$ cat src/hw/rtl/twd_pkg.sv
// Package for the tilt wake detector: widths, register indexes, CORDIC angle table.
// No dependencies.
package twd_pkg;
	localparam int CordicStepsDef = 16;
	localparam int SampleBitsDef  = 16;
	localparam int AccW = 26;
	localparam int VecW = 50;
	localparam logic [1:0] REG_ON_ANGLE   = 2'd0;
	localparam logic [1:0] REG_ARM_ANGLE  = 2'd1;
	localparam logic [1:0] REG_HOLD_TICKS = 2'd2;

	function automatic logic [21:0] atan_entry(input logic [4:0] i);
		logic [21:0] r;
		begin
			case (i)
				5'd0: r = 22'd2949120;  5'd1: r = 22'd1740967;  5'd2: r = 22'd919879;
				5'd3: r = 22'd466945;   5'd4: r = 22'd234378;   5'd5: r = 22'd117304;
				5'd6: r = 22'd58666;    5'd7: r = 22'd29335;    5'd8: r = 22'd14668;
				5'd9: r = 22'd7334;     5'd10: r = 22'd3667;    5'd11: r = 22'd1833;
				5'd12: r = 22'd917;     5'd13: r = 22'd458;     5'd14: r = 22'd229;
				5'd15: r = 22'd115;     5'd16: r = 22'd57;      5'd17: r = 22'd29;
				5'd18: r = 22'd14;      5'd19: r = 22'd7;       5'd20: r = 22'd4;
				5'd21: r = 22'd2;       5'd22: r = 22'd1;       default: r = 22'd0;
			endcase
			return r;
		end
	endfunction
endpackage

$ cat src/hw/rtl/tilt_wake_detector.sv
// Tilt wake detector, top level: stream ports, configuration, light control.
// Uses twd_pkg, twd_sqrt and twd_cordic.
// One item at a time. A tick goes from ST_IDLE through ST_OUT to the output register. A sample
// runs a square root, then pitch and roll CORDIC passes on one shared vectoring unit,
// one step per cycle, and then goes through ST_OUT to the output register.
// The result waits in an output register; the next item is taken once it leaves.
module tilt_wake_detector import twd_pkg::*; #(
	parameter int CORDIC_STEPS = CordicStepsDef,
	parameter int SAMPLE_BITS  = SampleBitsDef
) (
	input  logic        clk,
	input  logic        arst_n,
	input  logic        s_tvalid,
	output logic        s_tready,
	input  logic [47:0] s_tdata,   // accel_x, accel_y, accel_z
	input  logic        s_tuser,   // mode
	output logic        m_tvalid,
	input  logic        m_tready,
	output logic [39:0] m_tdata,   // pitch, roll, light_on, turned_on, turned_off, zero fill
	input  logic        cfg_we,
	input  logic [1:0]  cfg_index,
	input  logic [15:0] cfg_data
);
	localparam int W = (SAMPLE_BITS < 16) ? SAMPLE_BITS : 16;
	localparam logic [2:0] ST_IDLE = 3'd0, ST_SQRT = 3'd1, ST_PITCH = 3'd2,
		ST_ROLL = 3'd3, ST_OUT = 3'd4;

	logic [2:0] state_q;
	logic signed [15:0] on_q, arm_q, prev_q, pitch_q;
	logic [15:0] hold_q, cnt_q;
	logic signed [16:0] roll_q;
	logic light_q, ton_q, toff_q;
	logic signed [15:0] ax_q, ay_q, az_q, axw, ayw, azw;
	logic [16:0] root;
	logic sq_start, sq_done, co_start, co_done;
	logic signed [17:0] co_num, co_den, angle;
	logic signed [31:0] yy, zz;
	logic signed [15:0] p_cl;
	logic signed [16:0] r_cl;

	assign axw = 16'($signed(s_tdata[W-1:0]));
	assign ayw = 16'($signed(s_tdata[16+W-1:16]));
	assign azw = 16'($signed(s_tdata[32+W-1:32]));
	assign yy = ayw * ayw;
	assign zz = azw * azw;

	assign s_tready = (state_q == ST_IDLE) && !m_tvalid;
	assign sq_start = (state_q == ST_IDLE) && s_tvalid && s_tready && s_tuser;
	assign m_tdata = {4'd0, toff_q, ton_q, light_q, roll_q, pitch_q};

	twd_sqrt u_sqrt (.clk, .arst_n, .start(sq_start), .mag2(32'(yy) + 32'(zz)),
		.done(sq_done), .root);

	assign co_start = sq_done || (state_q == ST_PITCH && co_done);
	assign co_num = (state_q == ST_SQRT) ? 18'(ax_q) : 18'(ay_q);
	assign co_den = (state_q == ST_SQRT) ? $signed({1'b0, root}) : 18'(az_q);

	twd_cordic #(.CORDIC_STEPS(CORDIC_STEPS)) u_cordic (.clk, .arst_n,
		.start(co_start), .num(co_num), .den(co_den), .done(co_done), .angle);

	assign p_cl = (angle > 18'sd23040) ? 16'sd23040 :
		(angle < -18'sd23040) ? -16'sd23040 : 16'(angle);
	assign r_cl = (angle > 18'sd46080) ? 17'sd46080 :
		(angle < -18'sd46080) ? -17'sd46080 : 17'(angle);

	// configuration writes
	always_ff @(posedge clk or negedge arst_n) begin
		if (!arst_n) begin
			on_q   <= 16'sd7680;
			arm_q  <= 16'sd2560;
			hold_q <= 16'd4000;
		end else if (cfg_we) begin
			case (cfg_index)
				REG_ON_ANGLE:   on_q   <= cfg_data;
				REG_ARM_ANGLE:  arm_q  <= cfg_data;
				REG_HOLD_TICKS: hold_q <= cfg_data;
				default: ;
			endcase
		end
	end

	// sequence items and update light state
	always_ff @(posedge clk or negedge arst_n) begin
		if (!arst_n) begin
			state_q <= ST_IDLE;
			m_tvalid <= 1'b0;
			light_q <= 1'b0;
			ton_q <= 1'b0;
			toff_q <= 1'b0;
			prev_q <= '0;
			cnt_q <= '0;
			pitch_q <= '0;
			roll_q <= '0;
		end else begin
			if (m_tvalid && m_tready) m_tvalid <= 1'b0;
			case (state_q)
				ST_IDLE: if (s_tvalid && s_tready) begin
					ton_q <= 1'b0;
					toff_q <= 1'b0;
					if (s_tuser) begin
						ax_q <= axw; ay_q <= ayw; az_q <= azw;
						state_q <= ST_SQRT;
					end else begin
						if (light_q) begin
							if ((cnt_q != 16'hFFFF ? cnt_q + 16'd1 : cnt_q) >= hold_q) begin
								light_q <= 1'b0;
								toff_q <= 1'b1;
							end
							if (cnt_q != 16'hFFFF) cnt_q <= cnt_q + 16'd1;
						end
						state_q <= ST_OUT;
					end
				end
				ST_SQRT: if (sq_done) state_q <= ST_PITCH;
				ST_PITCH: if (co_done) begin
					pitch_q <= p_cl;
					state_q <= ST_ROLL;
				end
				ST_ROLL: if (co_done) begin
					roll_q <= r_cl;
					prev_q <= pitch_q;
					if (!light_q && pitch_q >= on_q && prev_q <= arm_q) begin
						light_q <= 1'b1;
						cnt_q <= '0;
						ton_q <= 1'b1;
					end
					state_q <= ST_OUT;
				end
				ST_OUT: begin
					m_tvalid <= 1'b1;
					state_q <= ST_IDLE;
				end
				default: state_q <= ST_IDLE;
			endcase
		end
	end
endmodule

$ cat src/hw/rtl/twd_sqrt.sv
// Digit-serial floor square root of y*y + z*z, two radicand bits per cycle.
// Uses twd_pkg.
module twd_sqrt import twd_pkg::*; (
	input  logic        clk,
	input  logic        arst_n,
	input  logic        start,
	input  logic [31:0] mag2,
	output logic        done,
	output logic [16:0] root
);
	logic [31:0] rad_q;
	logic [18:0] rem_q;
	logic [16:0] root_q;
	logic [4:0]  cnt_q;
	logic        busy_q;
	logic [18:0] rem_sh, trial;

	assign rem_sh = {rem_q[16:0], rad_q[31:30]};
	assign trial  = {root_q, 2'b01};
	assign root   = root_q;

	// shift in one radicand digit pair and settle one root bit
	always_ff @(posedge clk or negedge arst_n) begin
		if (!arst_n) begin
			busy_q <= 1'b0;
			done   <= 1'b0;
			cnt_q  <= '0;
		end else begin
			done <= 1'b0;
			if (start) begin
				busy_q <= 1'b1;
				cnt_q  <= '0;
				rad_q  <= mag2;
				rem_q  <= '0;
				root_q <= '0;
			end else if (busy_q) begin
				rad_q <= {rad_q[29:0], 2'b00};
				if (rem_sh >= trial) begin
					rem_q  <= rem_sh - trial;
					root_q <= {root_q[15:0], 1'b1};
				end else begin
					rem_q  <= rem_sh;
					root_q <= {root_q[15:0], 1'b0};
				end
				cnt_q <= cnt_q + 5'd1;
				if (cnt_q == 5'd15) begin
					busy_q <= 1'b0;
					done   <= 1'b1;
				end
			end
		end
	end
endmodule

$ cat src/hw/rtl/twd_cordic.sv
// CORDIC vectoring unit: atan2(num, den) in 1/256 degree, one rotation per cycle.
// Uses twd_pkg for the angle table and widths.
module twd_cordic import twd_pkg::*; #(
	parameter int CORDIC_STEPS = CordicStepsDef
) (
	input  logic               clk,
	input  logic               arst_n,
	input  logic               start,
	input  logic signed [17:0] num,
	input  logic signed [17:0] den,
	output logic               done,
	output logic signed [17:0] angle
);
	localparam int Steps = (CORDIC_STEPS < 24) ? CORDIC_STEPS : 24;
	logic signed [VecW-1:0] x_q, y_q, x0, y0;
	logic signed [AccW-1:0] acc_q, acc0, tab;
	logic [4:0] i_q;
	logic       busy_q, zero_q, fin_q;
	logic signed [AccW-1:0] rnd;

	// quadrant fold into the right half plane
	always_comb begin
		x0 = VecW'(den) <<< 14;
		y0 = VecW'(num) <<< 14;
		acc0 = '0;
		if (den < 0) begin
			if (num >= 0) begin
				x0 = VecW'(num) <<< 14; y0 = -(VecW'(den) <<< 14); acc0 = AccW'(90*65536);
			end else begin
				x0 = -(VecW'(num) <<< 14); y0 = VecW'(den) <<< 14; acc0 = -AccW'(90*65536);
			end
		end
	end

	assign tab = AccW'(atan_entry(i_q));
	assign rnd = (acc_q >= 0) ? ((acc_q + AccW'(128)) >>> 8) : -((-acc_q + AccW'(128)) >>> 8);

	// rotate by one table angle per cycle
	always_ff @(posedge clk or negedge arst_n) begin
		if (!arst_n) begin
			busy_q <= 1'b0;
			fin_q  <= 1'b0;
			done   <= 1'b0;
			i_q    <= '0;
		end else begin
			done  <= 1'b0;
			fin_q <= 1'b0;
			if (start) begin
				busy_q <= 1'b1;
				i_q    <= '0;
				x_q    <= x0;
				y_q    <= y0;
				acc_q  <= acc0;
				zero_q <= (num == 0) && (den == 0);
			end else if (busy_q) begin
				if (y_q >= 0) begin
					x_q <= x_q + (y_q >>> i_q); y_q <= y_q - (x_q >>> i_q); acc_q <= acc_q + tab;
				end else begin
					x_q <= x_q - (y_q >>> i_q); y_q <= y_q + (x_q >>> i_q); acc_q <= acc_q - tab;
				end
				i_q <= i_q + 5'd1;
				if (i_q == 5'(Steps - 1)) begin
					busy_q <= 1'b0;
					fin_q  <= 1'b1;
				end
			end
			if (fin_q) begin
				angle <= zero_q ? '0 : 18'(rnd);
				done  <= 1'b1;
			end
		end
	end
endmodule

$ cat config.mk
export PLATFORM = sky130hd
export DESIGN_NAME = tilt_wake_detector
export DESIGN_NICKNAME = d
export VERILOG_FILES = /design/src/hw/rtl/twd_pkg.sv /design/src/hw/rtl/tilt_wake_detector.sv /design/src/hw/rtl/twd_sqrt.sv /design/src/hw/rtl/twd_cordic.sv
export SDC_FILE = /design/constraint.sdc
export NUM_CORES = 2
export LEC_CHECK = 0
export BUFFER_PORTS_ARGS = -buffer_cell sky130_fd_sc_hd__buf_2
export CAP_MARGIN = 5
export CORE_MARGIN = 4
export CORE_UTILIZATION = 40
export DETAILED_ROUTE_END_ITERATION = 16
export PLACE_DENSITY = 0.56
export SYNTH_ARGS = -nofsm -noshare
export SYNTH_HDL_FRONTEND = slang
export SYNTH_SLANG_ARGS = --single-unit
$ cat constraint.sdc
create_clock -name clk -period 28.1 [get_ports clk]
set_clock_uncertainty 0.1 [all_clocks]
set_input_delay 4.215 -clock clk [delete_from_list [all_inputs] [get_ports clk]]
set_output_delay 4.215 -clock clk [all_outputs]
set_load 0.005 [all_outputs]
==> results_dict.tcl <==
set metrics [dict create \
    syn_to_final_growth_pct 6.50 \
    synth.area.mux_share 0.103 \
    num_rows 134 \
    clkLatencyLatePin_ns 0.66 \
    cp_max_fo 12 \
    drv_cap 0 \
    setup_tns_ns 0 \
    status "finished clean" \
    slowest_delay_ns 0.75 \
    crit_top_cell "fa_1" \
    drc 0 \
    synth_area_leaders "fa_1 (20%), edfxtp_1 (14%), ha_1 (8.2%)" \
    timing_worst_setup_path_type "input port to flop" \
    worst_pin_slew_ns 1.28 \
    hold_path_startpoint "u_cordic.fin_q$_DFF_PN0_" \
    synth_compound_area_frac 0.143 \
    fp.dieW_um 376 \
    finalHoldViolCount 0 \
    viasPerCell 5.76 \
    slowest_stage "a2111oi_0" \
    grt_overflow 0 \
    h-tree-depth 2 \
    fin_crit_ns 12.63 \
    synth_edf_count 259 \
    period_share 0.449 \
    grt_setup_unrepaired "false" \
    endpoint_kind "flop" \
    grt_pass1_wl_mm 263 \
    layoutNonFillerInstCount 7528 \
    synth_fa_ha_area_frac 0.278 \
    first_iter_violations 4513 \
    cts-root-buf "clkbuf_16" \
    grt.total_usage 0.237 \
    avgSynthCellArea_um2 9.33 \
    core_um2 134000 \
    startpoint "s_tdata[26]" \
    layout_commonest_cell "inv_1" \
    syn-cell-area_um2 54100 \
    routed_wl_mm 168 \
    synth_cells 5802 \
    fmax_ghz 0.0792 \
    holdWs_ns 0.271 \
    synth.distinct_cells 111 \
    die_y_um 376 \
    synth.largest_area_cell "fa_1" \
    arrival_ns 12.88 \
    start_util 0.404 \
    antenna_found_initial 5 \
    cp-start-kind "input port" \
    drv_slew 0 \
    hold_class "flop to flop" \
    cts_buffers 48 \
    setup_viol 0 \
    wl_per_cell_um 22.3 \
    holdBufCountCts 0 \
    synth_simple_gate_area_share 0.135 \
    post-cts-setup-buffers 0 \
    ys_ff_latch 394 \
    fin_util 0.430 \
    synth_ff_type "edfxtp_1" \
    ys_seq_area_frac 0.206 \
    vias 43300 \
    gp_congestion 0.959 \
    async_reset_ff_frac 0.343 \
    synthXorXnorAreaFrac 0.0553 \
    layout_common_cells "inv_1 (792), fa_1 (530), nand2_1 (506), nor2_1 (369), ha_1 (353)" \
    port_buffers 109 \
    io_pins 114 \
    finish.net_count 6675 \
    ys.warnings.count 0 \
    drive_gt1_frac 0.0971 \
    clk_pin_slew_ns 0.07 \
    grt_pass1_vias 43700 \
    cts_tree "done" \
    synth_top_family_by_area "adder cells" \
    ant_nets 0 \
    fp.dieArea_um2 141000 \
    placedCellCount 7438 \
    crit_required_ns 28.35 \
    rr_startpoint "u_cordic.i_q[0]$_DFFE_PN0N_" \
    netlist.area_leader.share 0.196 \
    cts_num_sinks 394 \
    ctsResizeCount 0 \
    dr.pass1.iters 6 \
    relSlewSlack 0.138 \
    grt_max_degree 130 \
    cts_buffer_depth 3 \
    place_hpwl_mm 130 \
]
kinds of logic (layout without fill, tap and decap cells):
logic type | after synthesis | in the layout
buffers and inverters | 1085 | 1038
xor gates and xnor gates | 342 | 342
AOI/OAI and AO/OA | 1187 | 1187
adders and majority gates | 885 | 885
DFF | 394 | 394
and+or+nand+nor | 1518 | 1518
muxes | 390 | 390
other | 1 | 6
worst paths after layout:
path,end,slack [ns],cells after the start
hold / removal,u_cordic.done$_DFF_PN0_,0.27,0
setup reg to reg,u_cordic.y_q[49]$_DFFE_PP_,18.72,26
setup / recovery,u_sqrt.rad_q[30]$_DFFE_PP_,15.47,29
hold reg to reg,u_cordic.done$_DFF_PN0_,0.27,0
max in group asynchronous,u_sqrt.busy_q$_DFF_PN0_,23.11,3
min in group asynchronous,arm_q[14]$_DFFE_PN0P_,3.36,1
layer usage:
metal | GRT usage | vias to the layer above | share of wire
li1 | - | 19900 | -
met1 | 0.334 | 21600 | 0.44
met2 | 0.379 | 1610 | 0.46
met3 | 0.0326 | 306 | 0.069
met4 | 0.0691 | 0 | 0.032
met5 | 0 | - | 0
cell usage after synthesis (all sizes together), types with 17 or more instances:
master and count:
buf 95, edfxtp 259, a31oi 46, mux2 104, a21o 106, and3 28
ha 353, o211ai 31, nor2 371, dfrtp 123, o21ai 285, a21oi 285
a22o 27, fa 530, mux4 123, nand4 39, a221oi 22, clkbuf 193
o21a 36, xor2 142, nand2 508, or2 23, nor3 82, nor2b 46
xnor2 200, mux2i 163, o21bai 23, nand3 112, o31ai 39, a211oi 76
nor4 17, and2 134, nand2b 45, o22ai 38, or3 46, a22oi 19
inv 796
worst max-delay path, delay by kind of cell:
| kind | cells | cell delay (ns) |
|---|---|---|
| XOR/XNOR | 1 | 0.16 |
| buffers and inverters | 8 | 1.08 |
| adder cells (fa/ha/maj) | 9 | 4.30 |
| AO/OA/AOI/OAI | 10 | 2.85 |
| AND/OR/NAND/NOR | 1 | 0.25 |
per-stage QoR:
stage	cell area, um^2	setup slack (ns)
after floorplan	54100	13.87
after global placement	56100	14.92
after detailed placement	56100	14.86
after CTS	57600	15.53
after global routing	57600	14.98
final	57600	15.47
cell type report:
cell class / instances / area [um^2]
clock inverter: 30 / 324
clock buffer: 59 / 1250
tap: 1768 / 2210
sequential: 394 / 11200
multi-input combinational: 4327 / 38800
inverter: 797 / 2990
antenna: 1 / 2.50
timing repair buffer: 152 / 900
fill: 13200 / 76300
state kept, by name, summed over array words and instances (netlist names), 3 cells and up:
register,count
ax_q,16
prev_q,16
u_cordic.angle,18
az_q,16
u_sqrt.root,17
u_cordic.acc_q,26
u_sqrt.rem_q,17
ay_q,16
state_q,3
roll_q,17
arm_q,16
u_cordic.y_q,50
u_cordic.x_q,50
cnt_q,16
u_sqrt.rad_q,32
u_sqrt.cnt_q,5
pitch_q,16
hold_q,16
on_q,16
u_cordic.i_q,5
Power is not shown: default switching activity piles up to over one toggle a cycle in this logic, so the estimate is an artifact.
